$ cat config.mk
export PLATFORM = sky130hd
export DESIGN_NAME = hdbs_seq
export DESIGN_NICKNAME = d
export VERILOG_FILES = /design/src/rtl/hdbs_pkg.sv /design/src/rtl/hdbs_seq.sv
export VERILOG_INCLUDE_DIRS = /design/src /design/src/rtl
export SDC_FILE = /design/constraint.sdc
export NUM_CORES = 1
export LEC_CHECK = 0
export BUFFER_PORTS_ARGS = -buffer_cell sky130_fd_sc_hd__buf_4
export CAP_MARGIN = 0
export CELL_PAD_IN_SITES_DETAIL_PLACEMENT = 1
export CELL_PAD_IN_SITES_GLOBAL_PLACEMENT = 1
export CORE_UTILIZATION = 38
export DETAILED_ROUTE_END_ITERATION = 7
export PLACE_DENSITY = 0.92
export RECOVER_POWER = 100
export REMOVE_ABC_BUFFERS = 1
export SYNTH_ARGS = -nofsm -noshare
export SYNTH_HDL_FRONTEND = slang
export SYNTH_SLANG_ARGS = --single-unit
$ cat constraint.sdc
create_clock -name clk -period 6.8 [get_ports clk]
set_input_delay 0.34 -clock clk [delete_from_list [all_inputs] [get_ports clk]]
set_output_delay 0.34 -clock clk [all_outputs]
set_load 0.1 [all_outputs]
$ cat src/rtl/assert_macros.svh
// ----------------------------------------------------------------------------
// Assertion macros
// Shared concurrent assertion forms for the stencil block.
// ----------------------------------------------------------------------------
`ifndef ASSERT_MACROS_SVH
`define ASSERT_MACROS_SVH

// Check a condition at every clock edge outside reset.
`define ASSERT_ALWAYS(label, clk, rst, cond, msg) \
  label: assert property (@(posedge clk) disable iff (rst) (cond)) else $error(msg);

// Check a consequence in the same cycle as its antecedent.
`define ASSERT_IMPLIES(label, clk, rst, ante, cons, msg) \
  label: assert property (@(posedge clk) disable iff (rst) (ante) |-> (cons)) else $error(msg);

// Check a consequence in the cycle after its antecedent.
`define ASSERT_NEXT(label, clk, rst, ante, cons, msg) \
  label: assert property (@(posedge clk) disable iff (rst) (ante) |=> (cons)) else $error(msg);

`endif

$ cat src/rtl/hdbs_pkg.sv
// ----------------------------------------------------------------------------
// hdbs_pkg
// Types and constants shared by the burn and diffusion stencil modules.
// ----------------------------------------------------------------------------
package hdbs_pkg;

  localparam int GEOM_W     = 10;
  localparam int GEOM_MIN   = 3;
  localparam int CFG_IDX_W  = 3;

  localparam int GRID_COLS_RESET          = 350;
  localparam int GRID_ROWS_RESET          = 350;
  localparam logic [31:0] IGNITION_RESET  = 32'd7680;
  localparam logic [15:0] BURN_RESET      = 16'd45875;
  localparam logic [15:0] DIFFUSION_RESET = 16'd52429;

  // 1.0 in Q1.16
  localparam logic [16:0] ONE_Q16 = 17'h10000;

  typedef enum logic {
    OP_CELL  = 1'b0,
    OP_FLUSH = 1'b1
  } op_t;

  typedef enum logic [CFG_IDX_W-1:0] {
    REG_GRID_COLS          = 3'd0,
    REG_GRID_ROWS          = 3'd1,
    REG_IGNITION_THRESHOLD = 3'd2,
    REG_BURN_FRACTION      = 3'd3,
    REG_DIFFUSION_RATE     = 3'd4
  } cfg_reg_t;

  typedef struct packed {
    op_t         op;
    logic [31:0] cell_temperature;
    logic [31:0] cell_fuel;
  } in_item_t;

  typedef struct packed {
    logic [31:0] new_temperature;
    logic [31:0] new_fuel;
    logic        frame_last;
  } out_item_t;

  typedef struct packed {
    logic [31:0] fuel;
    logic [31:0] temp;
  } cell_t;

  // One line memory entry: two rows of the same column
  typedef struct packed {
    cell_t upper;
    cell_t lower;
  } line_t;

  // Decision taken when an item is accepted
  typedef struct packed {
    logic  is_cell;
    logic  emit;
    logic  border;
    logic  last;
    logic  sel_upper;
    cell_t data;
  } front_t;

  // Item leaving the memory stage
  typedef struct packed {
    logic  is_cell;
    logic  emit;
    logic  border;
    logic  last;
    logic  sel_upper;
    cell_t data;
    line_t line;
  } s1_t;

  // Item leaving the window stage
  typedef struct packed {
    logic        border;
    logic        last;
    logic        burn;
    cell_t       center;
    logic [34:0] sum;
  } win_out_t;

endpackage

$ cat src/rtl/hdbs_seq.sv
// ----------------------------------------------------------------------------
// hdbs_seq
// Raster counters and result scheduling for accepted items.
// ----------------------------------------------------------------------------
`include "assert_macros.svh"

module hdbs_seq #(
  parameter int MAX_COLS = 512,
  parameter int MAX_ROWS = 512
) (
  input  logic                            clk,
  input  logic                            rst,
  input  logic                            restart,
  input  logic [$clog2(MAX_COLS+1)-1:0]   cols,
  input  logic [$clog2(MAX_ROWS+1)-1:0]   rows,
  input  logic                            accept,
  input  hdbs_pkg::in_item_t              item,
  output logic [$clog2(MAX_COLS)-1:0]     addr,
  output hdbs_pkg::front_t                tag
);
  import hdbs_pkg::*;

  localparam int AW  = $clog2(MAX_COLS);
  localparam int CW  = $clog2(MAX_COLS + 1);
  localparam int RAW = $clog2(MAX_ROWS);
  localparam int RW  = $clog2(MAX_ROWS + 1);
  localparam int LW  = $clog2(MAX_COLS + 3);

  logic [AW-1:0]  in_col, in_col_next, out_col, out_col_next;
  logic [RAW-1:0] in_row, in_row_next, out_row, out_row_next;
  logic [LW-1:0]  lag, lag_next;
  logic           is_cell, at_full, border, last, emit;
  logic           in_col_end, in_row_end, out_col_end, out_row_end;

  always_comb begin
    is_cell     = (item.op == OP_CELL);
    in_col_end  = (CW'(in_col) + CW'(1)) == cols;
    in_row_end  = (RW'(in_row) + RW'(1)) == rows;
    out_col_end = (CW'(out_col) + CW'(1)) == cols;
    out_row_end = (RW'(out_row) + RW'(1)) == rows;
    at_full     = lag >= (LW'(cols) + LW'(1));
    border      = (out_row == '0) || out_row_end || (out_col == '0) || out_col_end;
    last        = out_row_end && out_col_end;
    emit        = is_cell ? at_full : ((lag != '0) && border);
  end

  always_comb begin
    addr          = is_cell ? in_col : out_col;
    tag.is_cell   = is_cell;
    tag.emit      = emit;
    tag.border    = border;
    tag.last      = last;
    tag.sel_upper = at_full;
    tag.data.temp = item.cell_temperature;
    tag.data.fuel = item.cell_fuel;
  end

  always_comb begin
    in_col_next  = in_col;
    in_row_next  = in_row;
    out_col_next = out_col;
    out_row_next = out_row;
    lag_next     = lag;
    if (accept && is_cell) begin
      if (in_col_end) begin
        in_col_next = '0;
        in_row_next = in_row_end ? '0 : in_row + RAW'(1);
      end else begin
        in_col_next = in_col + AW'(1);
      end
      if (!at_full) begin
        lag_next = lag + LW'(1);
      end
    end else if (accept && emit) begin
      lag_next = lag - LW'(1);
    end
    if (accept && emit) begin
      if (out_col_end) begin
        out_col_next = '0;
        out_row_next = out_row_end ? '0 : out_row + RAW'(1);
      end else begin
        out_col_next = out_col + AW'(1);
      end
    end
  end

  always_ff @(posedge clk) begin
    if (rst || restart) begin
      in_col  <= '0;
      in_row  <= '0;
      out_col <= '0;
      out_row <= '0;
      lag     <= '0;
    end else begin
      in_col  <= in_col_next;
      in_row  <= in_row_next;
      out_col <= out_col_next;
      out_row <= out_row_next;
      lag     <= lag_next;
    end
  end

  // Pending distance never passes one row plus one cell
  `ASSERT_ALWAYS(a_lag_bound, clk, rst, lag <= (LW'(cols) + LW'(1)), "lag beyond one row")

endmodule

# After elaboration in Yosys (flattened, before gate mapping)
# Cells that the tools add are included.
totals:
  ff_bits: 37
  latch_bits: 0
  ram_bits: 0
  romBits: 0
  in_bits: 89
  word_cells: 41
  memories: 0
classes:
  addsub: 9
  multipliers: 0
  n_div: 0
  n_lt_le_gt_ge: 1
  n_eq_ne: 4
  n_shift: 0
  muxes: 8
  bitwise: 1
  n_reduce_logical: 14
op_table:
  columns: ["cell", "count"]
  rows:
  - ["2-to-1 mux 9 bit", 4]
  - ["adder 9 x 1 -> 10 bit (second input constant)", 3]
  - ["== test 10 bit", 3]
  - ["2-to-1 mux 10 bit", 3]
  - ["adder 9 x 1 -> 9 bit (second input constant)", 3]
  - ["adder 10 x 1 -> 10 bit (second input constant)", 2]
  - ["logical NOT 9 bit", 2]
  - ["greater-or-equal comparator 10 bit", 1]
  - ["nonzero test 10 bit", 1]
  - ["subtractor 10 x 1 -> 10 bit (second input constant)", 1]
  - ["logical AND 1 bit", 4]
  - ["logical OR 1 bit", 4]
  - ["AND reduction 2 bit", 2]
  - ["inequality test 2 bit (second input constant)", 1]
  - ["nonzero test 2 bit", 1]
  - ["2-to-1 mux 1 bit", 1]
  - ["NOT 1 bit", 1]

# Logic depth before layout (Yosys ltp)
depth:
  word_depth: 10
  depth_mapped: 13
  depth_no_buf: 12

# Worst setup path before layout
# OpenSTA, ideal clock, no wires.
synth_timing:
  path_type: "input to register"
  start: "input port cols[3]"
  end: "register out_row[7]"
  setup_time_ns: 0.132
  arrival_ns: 3.142
  required_ns: 6.668
  setup_slack_ns: 3.526
  cell_stages: 13
  cell_sequence: "clkbuf_1 -> nand3_1 -> nor3_1 -> xnor2_1 -> ha_1 -> a2111o_1 -> a211oi_1 -> o21ai_0 -> a32oi_2 -> nand4b_4 -> buf_2 -> nand3b_1 -> a21oi_1"
synth_between:
  elab_chain_len: 6
  word_cells_on_any_way: 8
  cone_classes: "add/sub: 1; order compare: 1; eq/ne: 1; mux: 1; reduce/logical: 4"
synth_lines:
  columns: ["item", "line_no", "rtl"]
  rows:
  - ["start: declaration", "hdbs_seq.sv:14", "input logic [$clog2(MAX_COLS+1)-1:0] cols,"]
  - ["parallel branches: the longest is 5 deep, another holds adder 10 x 1 -> 10 bit", null, null]
  - ["AND reduction 2 bit (no line) (*)", null, null]
  - ["end signal: assignment", "hdbs_seq.sv:98", "out_row <= out_row_next;"]
  - ["end: declaration", "hdbs_seq.sv:30", "logic [RAW-1:0] in_row, in_row_next, out_row, out_row_next;"]
# Mark *: on every way between the ends.
# A chain may end at the register's enable or synchronous reset.

==> run_results.csv <==
group,metric,value,unit
cts,cts-root-buf,"clkbuf_16",
global_route,grt_pass1_vias,4157,
timing,fmax,0.211,GHz
yosys,ys_top_cells_by_area,"dfxtp_1 17%, buf_4 12%, ha_1 6.9%",
critical_path,crit_path_start,"out_col[0]",
critical_path,crit_chain,"ha_1, and3_1, nand3_1, xnor2_1, nor4_1, nand3_1, nand2_1, clkbuf_1",
critical_path,startpoint_type,"flip-flop",
critical_path,worst-path-max-fanout,15,
yosys,yosys_warnings,0,
critical_path,cp_slowest_cell,"clkbuf_1",
drt,initialDrtViolationCount,207,
critical_path,reg2reg_setup_slack,2.53,ns
yosys,yosysTopAreaCell,"dfxtp_1",
critical_path,end_kind,"output pin",
timing,tightestPinTransition,1.24,ns
placed_design,place_area,4160,µm²
drt,route.detailed.drc,0,
critical_path,slowest_delay,0.92,ns
cts,clk_latency,0.29,ns
critical_path,path_class,"reg2out",
placed_design,place_congestion,0.851,
floorplan,die_h,109,µm
cts,cts_tree,"yes",
yosys,synth_top_area_share,0.170,
global_route,grt-ovfl-total,0,
cts,cts.repair.resized,0,
timing,rsz0062_at_grt,"false",
global_route,track_usage,0.287,
critical_path,r2r_start,"out_col[0]",
cts,ctsHoldBuffers,0,
timing,period_share,0.696,
timing,fin_ws,2.07,ns
critical_path,crit_cells,8,
timing,slew_headroom,0.177,
yosys,synthMostInstantiatedCell,"buf_4",
run_status,status,"completed",
power,p_total,0.640,mW
yosys,syn_inst,569,
layout,final_layout_size_suffix_gt1_frac,0.101,
power,powerDensity,152,nW/µm²
cts,numCtsBuffers,5,
drt,drtPass1Iterations,6,
cts,clk_pin_slew,0.07,ns
floorplan,die_w,109,µm
floorplan,rows,38,
layout,fin_nets,629,
critical_path,arrival,4.39,ns
cts,htreeDepth,2,
yosys,ys_ff_latch,37,
drt,avgViaCountPerCell,6.26,
critical_path,reg2reg_depth,8,
timing,slew_viol_final,0,
drt,wl,16800,µm
yosys,ys.flop_type,"dfxtp_1",
global_route,grt_pass1_wl,25100,µm
yosys,syn_area_per_cell,7.64,µm²
timing,skew,0.00795,ns
timing,hold_violations,0,
critical_path,path_buf_inv,1,
drt,ant_nets,0,
floorplan,core_area,11000,µm²
power,p_leak,1.63,nW
layout,final_cell_area,4200,µm²
placed_design,port_buffers,38,
placed_design,place_ws,3.17,ns
timing,layout_min_cycle_time,4.73,ns
floorplan,io-pin-count,167,
critical_path,worstPathRequired,6.46,ns
yosys,synth_common_cells,"69 x buf_4, 64 x nand2_1, 37 x dfxtp_1, 34 x xnor2_1, 29 x nand3_1",
yosys,synth_cell_type_count,62,
critical_path,endpoint,"tag[66]",
yosys,synth_enable_flop_cells,0,
timing,tns,0,ns
layout,area_delta_synth_final,-3.42,%
placed_design,hpwl,12900,µm
critical_path,cpMostUsedCell,"nand3_1",
yosys,synthArstFlopShare,0,
cts,cts_buffer_depth,2,
yosys,syn_area,4350,µm²
flow_run,drv_cap,0,
yosys,seq_area_frac_synth,0.170,
power,ir_drop,0.0000853,V
critical_path,cpLargestDelayFamily,"simple AND/OR/NAND/NOR gates",
floorplan,start_util,0.396,
cts,cts_sinks,37,
drt,dr_total_vias,4109,
drt,wl_per_cell,25.7,µm
timing,setup_viol,0,
critical_path,r2r-end,"out_row[5]",
min_path,hold_class,"reg2reg",
floorplan,fp.dieArea,11900,µm²
global_route,grt_start_max_net_pins,47,
global_route,antenna_found_initial,0,
layout,n_antenna_cell,0,
cts,post_cts_buffers,0,
worst min-delay path by stage:
stage / startpoint / to / cells after the start
4_1_cts: out_row[1] / out_row[1] / 2
3_3_place_gp: out_row[1] / out_row[1] / 2
3_5_place_dp: out_row[1] / out_row[1] / 2
5_1_grt: lag[8] / lag[8] / 2
6_report: out_row[1] / out_row[1] / 2
2_1_floorplan: in_col[1] / in_col[1] / 2
power by group:
| group | switching (mW) | internal [mW] | total [mW] |
|---|---|---|---|
| Combinational | 0.106 | 0.0665 | 0.173 |
| Sequential | 0.00719 | 0.221 | 0.228 |
| Clock | 0.103 | 0.135 | 0.239 |
cell families after synthesis:
logic type | count (synthesis) | synth area share
and+or+nand+nor | 210 | 0.262
adders and majority gates | 25 | 0.0737
muxes | 25 | 0.0604
xor gates and xnor gates | 48 | 0.0967
DFF | 37 | 0.170
AOI/OAI and AO/OA | 105 | 0.168
buffers and inverters | 119 | 0.169
registers in the layout (all words and copies together), names as in the netlist:
register and count:
lag 10, out_row 9, out_col 9, in_col 9
per-stage QoR:
stage                     hold WS [ns]  utilization  instances
final                            0.509        0.382        656
after global routing             0.537        0.382        656
after CTS                        0.510        0.391        656
after detailed placement         0.502        0.379        648
after global placement           0.487        0.379        648
after floorplan                  0.468            -        468
tightest hold or removal path, cell delays in order, from the launching register on:
cell and delay [ns]:
dfxtp_1 0.34, nand2_1 0.07, a21oi_1 0.05
cells in the final DEF (no fill, tap or decap), types with 8 or more instances in the layout:
cell / n
nand2_1: 64
dfxtp_1: 37
xnor2_1: 34
nand3_1: 30
buf_4: 26
ha_1: 24
a21oi_1: 22
o21ai_0: 21
inv_1: 18
nor3_1: 18
nor2_1: 16
and3_1: 15
mux2i_1: 15
clkbuf_1: 15
xor2_1: 14
mux2_2: 10
a31oi_1: 10
nand2b_1: 9
nor4_1: 9
o211ai_1: 8
nand3b_1: 8
layout make-up:
type / instances / area (µm²)
clock buffer: 6 / 129
clock inverter: 2 / 10.0
fill: 1377 / 6780
inverter: 18 / 67.6
multi-input combinational: 413 / 2830
sequential: 37 / 741
tap: 140 / 175
timing repair buffer: 40 / 248
metal layers:
metal | wire [µm] | up-vias | global-route usage
met5 | 163 | - | 0.129
met4 | 141 | 4 | 0.0512
met3 | 2160 | 16 | 0.163
met2 | 7120 | 198 | 0.423
met1 | 7240 | 2053 | 0.353
li1 | - | 1838 | -
Note: power is estimated with default switching activity, not from simulation.
