<file path="src/rtl/assert_macros.svh">
// ----------------------------------------------------------------------------
// Assertion macros
// Shared concurrent assertion forms for the stencil block.
// ----------------------------------------------------------------------------
`ifndef ASSERT_MACROS_SVH
`define ASSERT_MACROS_SVH

// Check a condition at every clock edge outside reset.
`define ASSERT_ALWAYS(label, clk, rst, cond, msg) \
  label: assert property (@(posedge clk) disable iff (rst) (cond)) else $error(msg);

// Check a consequence in the same cycle as its antecedent.
`define ASSERT_IMPLIES(label, clk, rst, ante, cons, msg) \
  label: assert property (@(posedge clk) disable iff (rst) (ante) |-> (cons)) else $error(msg);

// Check a consequence in the cycle after its antecedent.
`define ASSERT_NEXT(label, clk, rst, ante, cons, msg) \
  label: assert property (@(posedge clk) disable iff (rst) (ante) |=> (cons)) else $error(msg);

`endif

</file>
<file path="src/rtl/hdbs_pkg.sv">
// ----------------------------------------------------------------------------
// hdbs_pkg
// Types and constants shared by the burn and diffusion stencil modules.
// ----------------------------------------------------------------------------
package hdbs_pkg;

  localparam int GEOM_W     = 10;
  localparam int GEOM_MIN   = 3;
  localparam int CFG_IDX_W  = 3;

  localparam int GRID_COLS_RESET          = 350;
  localparam int GRID_ROWS_RESET          = 350;
  localparam logic [31:0] IGNITION_RESET  = 32'd7680;
  localparam logic [15:0] BURN_RESET      = 16'd45875;
  localparam logic [15:0] DIFFUSION_RESET = 16'd52429;

  // 1.0 in Q1.16
  localparam logic [16:0] ONE_Q16 = 17'h10000;

  typedef enum logic {
    OP_CELL  = 1'b0,
    OP_FLUSH = 1'b1
  } op_t;

  typedef enum logic [CFG_IDX_W-1:0] {
    REG_GRID_COLS          = 3'd0,
    REG_GRID_ROWS          = 3'd1,
    REG_IGNITION_THRESHOLD = 3'd2,
    REG_BURN_FRACTION      = 3'd3,
    REG_DIFFUSION_RATE     = 3'd4
  } cfg_reg_t;

  typedef struct packed {
    op_t         op;
    logic [31:0] cell_temperature;
    logic [31:0] cell_fuel;
  } in_item_t;

  typedef struct packed {
    logic [31:0] new_temperature;
    logic [31:0] new_fuel;
    logic        frame_last;
  } out_item_t;

  typedef struct packed {
    logic [31:0] fuel;
    logic [31:0] temp;
  } cell_t;

  // One line memory entry: two rows of the same column
  typedef struct packed {
    cell_t upper;
    cell_t lower;
  } line_t;

  // Decision taken when an item is accepted
  typedef struct packed {
    logic  is_cell;
    logic  emit;
    logic  border;
    logic  last;
    logic  sel_upper;
    cell_t data;
  } front_t;

  // Item leaving the memory stage
  typedef struct packed {
    logic  is_cell;
    logic  emit;
    logic  border;
    logic  last;
    logic  sel_upper;
    cell_t data;
    line_t line;
  } s1_t;

  // Item leaving the window stage
  typedef struct packed {
    logic        border;
    logic        last;
    logic        burn;
    cell_t       center;
    logic [34:0] sum;
  } win_out_t;

endpackage

</file>
<file path="src/rtl/hdbs_window.sv">
// ----------------------------------------------------------------------------
// hdbs_window
// 3x3 temperature window, centre fuel and neighbour sum.
// ----------------------------------------------------------------------------
`include "assert_macros.svh"

module hdbs_window (
  input  logic                clk,
  input  logic                rst,
  input  logic                s1_adv,
  input  hdbs_pkg::s1_t       s1,
  input  logic [31:0]         threshold,
  input  logic                s3_free,
  output logic                s2_valid,
  output hdbs_pkg::win_out_t  s2
);
  import hdbs_pkg::*;

  logic [31:0] win [9];
  logic [31:0] win_next [9];
  logic [31:0] cfuel [3];
  logic [31:0] cfuel_next [3];
  logic [32:0] sa, sb, sc, sd;
  logic [33:0] se, sf;
  logic [34:0] sum_next;
  logic        shift;

  always_comb begin
    shift = s1_adv && s1.is_cell;
    for (int k = 0; k < 9; k++) begin
      win_next[k] = win[k];
    end
    for (int k = 0; k < 3; k++) begin
      cfuel_next[k] = cfuel[k];
    end
    if (shift) begin
      for (int k = 0; k < 3; k++) begin
        win_next[k*3]     = win[k*3+1];
        win_next[k*3 + 1] = win[k*3+2];
      end
      win_next[2]   = s1.line.upper.temp;
      win_next[5]   = s1.line.lower.temp;
      win_next[8]   = s1.data.temp;
      cfuel_next[0] = cfuel[1];
      cfuel_next[1] = cfuel[2];
      cfuel_next[2] = s1.line.lower.fuel;
    end
  end

  // Sum the eight neighbours of the new centre
  always_comb begin
    sa       = 33'(win_next[0]) + 33'(win_next[1]);
    sb       = 33'(win_next[2]) + 33'(win_next[3]);
    sc       = 33'(win_next[5]) + 33'(win_next[6]);
    sd       = 33'(win_next[7]) + 33'(win_next[8]);
    se       = 34'(sa) + 34'(sb);
    sf       = 34'(sc) + 34'(sd);
    sum_next = 35'(se) + 35'(sf);
  end

  always_ff @(posedge clk) begin
    if (rst) begin
      for (int k = 0; k < 9; k++) begin
        win[k] <= '0;
      end
      for (int k = 0; k < 3; k++) begin
        cfuel[k] <= '0;
      end
    end else if (shift) begin
      win   <= win_next;
      cfuel <= cfuel_next;
    end
  end

  always_ff @(posedge clk) begin
    if (s1_adv) begin
      s2.border <= s1.border;
      s2.last   <= s1.last;
      s2.burn   <= win_next[4] >= threshold;
      s2.sum    <= sum_next;
      if (s1.is_cell) begin
        s2.center.temp <= win_next[4];
        s2.center.fuel <= cfuel_next[1];
      end else begin
        s2.center <= s1.sel_upper ? s1.line.upper : s1.line.lower;
      end
    end
  end

  always_ff @(posedge clk) begin
    if (rst) begin
      s2_valid <= 1'b0;
    end else if (s1_adv) begin
      s2_valid <= s1.emit;
    end else if (s3_free) begin
      s2_valid <= 1'b0;
    end
  end

  // A held window stage item must see a frozen window
  `ASSERT_NEXT(a_win_frozen, clk, rst, s2_valid && !s3_free, $stable(win[4]) && $stable(cfuel[1]), "window moved under a held item")

endmodule

</file>
<file path="config.mk">
export PLATFORM = sky130hd
export DESIGN_NAME = hdbs_window
export DESIGN_NICKNAME = d
export VERILOG_FILES = /design/src/rtl/hdbs_pkg.sv /design/src/rtl/hdbs_window.sv
export VERILOG_INCLUDE_DIRS = /design/src /design/src/rtl
export SDC_FILE = /design/constraint.sdc
export NUM_CORES = 1
export LEC_CHECK = 0
export ABC_AREA = 1
export BUFFER_PORTS_ARGS = -buffer_cell sky130_fd_sc_hd__buf_2
export CORE_MARGIN = 2
export CORE_UTILIZATION = 59
export CTS_BUF_LIST = sky130_fd_sc_hd__clkbuf_8 sky130_fd_sc_hd__clkbuf_16
export CTS_CLUSTER_SIZE = 20
export DETAILED_ROUTE_END_ITERATION = 12
export PLACE_DENSITY_LB_ADDON = 0.05
export SYNTH_ARGS = -nofsm -noshare
export SYNTH_HDL_FRONTEND = slang
export SYNTH_SLANG_ARGS = --single-unit
</file>
<file path="constraint.sdc">
create_clock -name clk -period 7.2 [get_ports clk]
set_input_delay 1.44 -clock clk [delete_from_list [all_inputs] [get_ports clk]]
set_output_delay 1.44 -clock clk [all_outputs]
set_load 0.01 [all_outputs]
</file>
* Word-level counts from Yosys, hierarchy flattened *
Index checks and enable logic that the tools add are counted.

storage, ports and cells
  output and inout bits = 103
  bits in registers = 455
  bits in latches = 0
  memories = 0
  ROM bits = 0
  input port bits = 233
  bits in writable memories = 0

cells by class
  $lt $le $gt $ge = 1
  shifts and indexed selects = 0
  add/subtract/negate cells = 7
  reductions and logical operators = 2
  muxes and demuxes = 6
  div/mod/pow operators = 0
  multiply operators = 0
  bitwise operators = 0
  eq/ne operators = 0

operators with widths
  cell                 count
  $mux W288            1
  $mux W64             3
  $add A32 B32 Y33     4
  $add A33 B33 Y34     2
  $add A34 B34 Y35     1
  $ge A32 B32 Y1       1
  $mux W1              2
  $reduce_bool A2 Y1   1
  $logic_and A1 B1 Y1  1

* Depth between registers and ports, before layout *
  word-level depth = 5
  depth in mapped cells = 27
  gate-level depth less buffers = 25

* Least setup slack after synthesis *
No wires, ideal clock.

  kind = in2reg
  from = input port s1[196] (netlist bit)
  to = register s2[30] (netlist bit), data pin
  setup time = 0.252 ns
  required time = 6.948 ns
  slack = 1.302 ns
  data arrival time = 5.646 ns
  stages on the path = 25
  cell sequence = nand2_2 inv_2 buf_4 buf_2 or2_1 o21ai_0 inv_1 fa_1 fa_1 fa_1 inv_1 fa_1 inv_1 ha_1 fa_1 nand3_1 nand3_1 nand2_1 nand2_1 nand2_1 nand2_1 nand2_1 nand2_1 nand2_1 nand2_1

RTL lines
  item         line               text
  from (decl)  hdbs_window.sv:11  input hdbs_pkg::s1_t s1,
  to (decl)    hdbs_window.sv:15  output hdbs_pkg::win_out_t s2

* Worst setup path in the final report *
  from = input port s1[196] (netlist bit)
  to = register s2[25] (netlist bit), data pin

on the way
  cells in the longest elaborated chain, start to end = 5
  elaborated cells on any way between the ends = 9
  classes of those cells = 7 x add/sub; 1 x mux; 1 x reduce/logical

RTL lines
  item                                 line                                  text
  $logic_and A1 B1 Y1 (*)              hdbs_window.sv:29                     shift = s1_adv && s1.is_cell;
  $mux W288 (*)                        hdbs_window.sv:36                     if (shift) begin
  $add A32 B32 Y33 (on tied branches)  n/a
  $add A33 B33 Y34 (on tied branches)  hdbs_window.sv:56, hdbs_window.sv:57
  $add A34 B34 Y35 (*)                 hdbs_window.sv:58                     sum_next = 35'(se) + 35'(sf);
  via sum_next[25]                     hdbs_window.sv:25                     logic [34:0] sum_next;

Mark *: on every way through the listed nets, which the timed path passes. The rest lies on a longest branch.
A chain may end at the register's enable or synchronous reset.

==> summary.txt <==
initial DRC count -> 1283
layout cells sized above 1 -> 13.4%
Lkg Pwr -> 15.4 nW
Worst EP required -> 7.54 ns
DRT Wirelength -> 61.5 mm
synth unique cells -> 32
# fillers -> 3527
period utilisation layout -> 85.0%
crit path kind -> in -> reg
Slew HR -> 18.0%
first-pass GRT wire length -> 98.4 mm
VDD IR-drop max -> 0.276 mV
full die area -> 44600 um^2
CTS Buf Count -> 49
final clock skew -> 0.0173 ns
HPWL after DPL -> 45.2 mm
met1 usage -> 32.2%
combinational family with the most area after synthesis -> adder cells
min setup slack post-route -> 1.08 ns
status -> finished, final reports clean
GRT met2 Usage -> 52.4%
FP Rows -> 75
GRT Max-Usage Layer -> met2
hold path cells -> 2
critical path's slowest cell -> fa_1
Tmin final -> 6.12 ns
NumNets Final -> 3702
via count -> 19600
Worst path most repeated cell -> nand2_1
Synth Area in Compound Gates -> 8.68%
die width -> 211 um
CTS sink cnt -> 455
list of most frequent post-synthesis cells -> inv_1, nand2_1, nor2_1
Synth Area in XOR/XNOR -> 0.519%
Worst Setup EP -> s2[25]$_DFFE_PP_
Setup crit start kind -> input port
TritonCTS clock tree -> built
Yosys warning total -> 0
crit path cell chain -> buf_2 > nand2_8 > inv_6 > buf_4 > o21ai_0 > fa_1 > inv_1 > fa_1 > fa_1 > inv_1 > fa_1 > inv_1 > ha_1 > nand2_1 > nor2_1 > nand2_1 > nand2_1 > nand2_1 > nand2_1 > nand2_1 > nand3_1 > nand2_1
RR Endpoint -> s2[30]$_DFFE_PP_
Fmax -> 163 MHz
flop-to-flop setup slack -> 2.41 ns
dpl cell area -> 27100 um^2
worst-path fanout max -> 43
pins over their slew limit -> 0
sequential area share after synthesis -> 40.0%
initial core utilization -> 60.1%
hold_buf cts -> 0
post-layout util -> 68.2%
vias in the first global route -> 19800
worst skew pair latency -> 0.60 ns
final setup vio count -> 0
Final TNS setup -> 0 ns
met3 Usage GRT -> 3.46%
most frequent cell after synthesis -> inv_1
Total GRT Usage -> 28.1%
clock tree buffer depth -> 3
largest net degree at the start of global routing -> 197
r2r startpoint -> win[2]$_SDFFE_PP0N_
Synth Area in Adders -> 18.4%
Worst-path clk slew -> 0.06 ns
Resize count post-CTS -> 0
Worst-Margin Slew -> 1.23 ns
Core ar. -> 42100 um^2
Synthesized Nets -> 3464
worst setup path start -> s1[196]
Synth top area share -> 27.9%
Primary FF master, synth -> dfxtp_1
PortBufs -> 303
final hold violation count -> 0
DRT Pass-1 Iters -> 5
worst hold path class -> reg -> reg
pwr dens -> 379 nW/um^2
initial antenna violation count -> 6
Async SR Flop Fraction -> 0%
Post-DRT Antenna Nets -> 0
# DRC -> 0
final RePlAce weighted congestion -> 0.883
Via density -> 5.17
simple logic cell fraction of the synthesized area -> 17.3%
worst path arrival time -> 6.46 ns
synth-to-layout area growth -> 13.6%
cell area after synthesis -> 25300 um^2
Post-CTS Setup Bufs -> 0
Post-synth EDFFs -> 102
CTS HTree Levels -> 2
Avg Cell Area, Syn -> 8.51 um^2
# IOs -> 336
Synth area leaders -> dfxtp_1, fa_1, edfxtp_1
Routed wire per std cell -> 16.2 um
mux contribution to synthesized area -> 4.47%
Final Cell Area -> 28700 um^2
area leader, netlist -> dfxtp_1
pre-CTS WS -> 0.539 ns
CTS root buf -> clkbuf_16
crit end category -> flip-flop
global route overflow -> 0
FF-to-FF path depth -> 21
instance count of the mapped netlist -> 2973
Synth Register Bits -> 455
Die Y -> 211 um
maxcap violations -> 0
crit-path max cell delay -> 0.64 ns
RSZ-0062 raised after global routing -> false
## worst max-delay path: cells and delay by family
kind / cells / cell delay (ns)
simple gates: 10 / 1.18
fa+ha+maj: 5 / 2.45
buf+inv: 6 / 1.09
compound gates: 1 / 0.23
## stage by stage
step / hold slack, ns / std cells / power [mW]
2_1_floorplan: 0.445 / 2973 / 6.86
3_3_place_gp: 0.452 / 3699 / 8.30
3_5_place_dp: 0.456 / 3699 / 8.37
4_1_cts: 0.465 / 3791 / 11.0
5_1_grt: 0.483 / 3794 / 11.8
6_report: 0.467 / 3796 / 10.9
## power by group
part	switching, mW	leakage, nW	total [mW]	internal (mW)
combinational	3.36	10.6	5.21	1.85
clock	1.07	0.868	2.56	1.49
sequential	0.0694	3.91	3.12	3.06
total	4.50	15.4	10.9	6.39
## kinds of logic (layout without fill, tap and decap cells)
logic type | Yosys count | in the layout
and+or+nand+nor | 1030 | 1030
buffers and inverters | 686 | 965
DFF | 455 | 455
AOI/OAI and AO/OA | 416 | 416
adders and majority gates | 258 | 258
muxes | 113 | 113
xor gates and xnor gates | 15 | 15
other | 0 | 5
## routing by layer
layer / up-vias / part of all wire (%)
li1: 9632 / -
met1: 9416 / 39
met2: 418 / 53
met3: 139 / 3.7
met4: 2 / 4.3
met5: - / 0.021
## sequential cells by signal, summed over array words and instances (netlist names)
signal	flops
win	288
s2	102
cfuel	64
s2_valid	1
## cell usage in the layout, fill, tap and decap left out, types with 2 or more instances in the layout
cell type and n:
a21oi_1 69, buf_12 3, buf_2 300, buf_4 14
bufinv_16 3, clkbuf_16 52, clkbuf_8 7, clkinv_1 3
clkinv_2 13, dfxtp_1 353, diode_2 5, edfxtp_1 102
fa_1 191, ha_1 67, inv_1 564, inv_6 2
mux2i_1 113, nand2_1 446, nand3_1 29, nand4_1 7
nor2_1 366, nor3_1 7, o211ai_1 40, o21a_1 2
o21ai_0 243, o21ai_1 58, o21bai_1 2, or2_0 14
or2_1 121, or2_2 36, xor2_1 15
## final cells by class
| class | count | area, um^2 | area share [%] |
|---|---|---|---|
| inverter | 555 | 2090 | 7.27 |
| tap | 539 | 674 | 2.35 |
| timing repair buffer | 318 | 1680 | 5.85 |
| clock inverter | 33 | 256 | 0.892 |
| multi-input combinational | 1832 | 12500 | 43.5 |
| antenna | 5 | 12.5 | 0.0435 |
| clock buffer | 59 | 1400 | 4.86 |
| sequential | 455 | 10100 | 35.2 |
## how the worst min path moves through the flow
stage / from / end / slack (ns)
final: cfuel[30]$_SDFFE_PP0N_ / cfuel[30]$_SDFFE_PP0N_ / 0.47
after global routing: cfuel[25]$_SDFFE_PP0N_ / cfuel[25]$_SDFFE_PP0N_ / 0.48
after CTS: cfuel[28]$_SDFFE_PP0N_ / cfuel[28]$_SDFFE_PP0N_ / 0.46
after detailed placement: cfuel[28]$_SDFFE_PP0N_ / cfuel[28]$_SDFFE_PP0N_ / 0.46
after global placement: cfuel[3]$_SDFFE_PP0N_ / cfuel[3]$_SDFFE_PP0N_ / 0.45
after floorplan: cfuel[0]$_SDFFE_PP0N_ / cfuel[0]$_SDFFE_PP0N_ / 0.44
No activity file was read; power rests on OpenSTA's default activity.
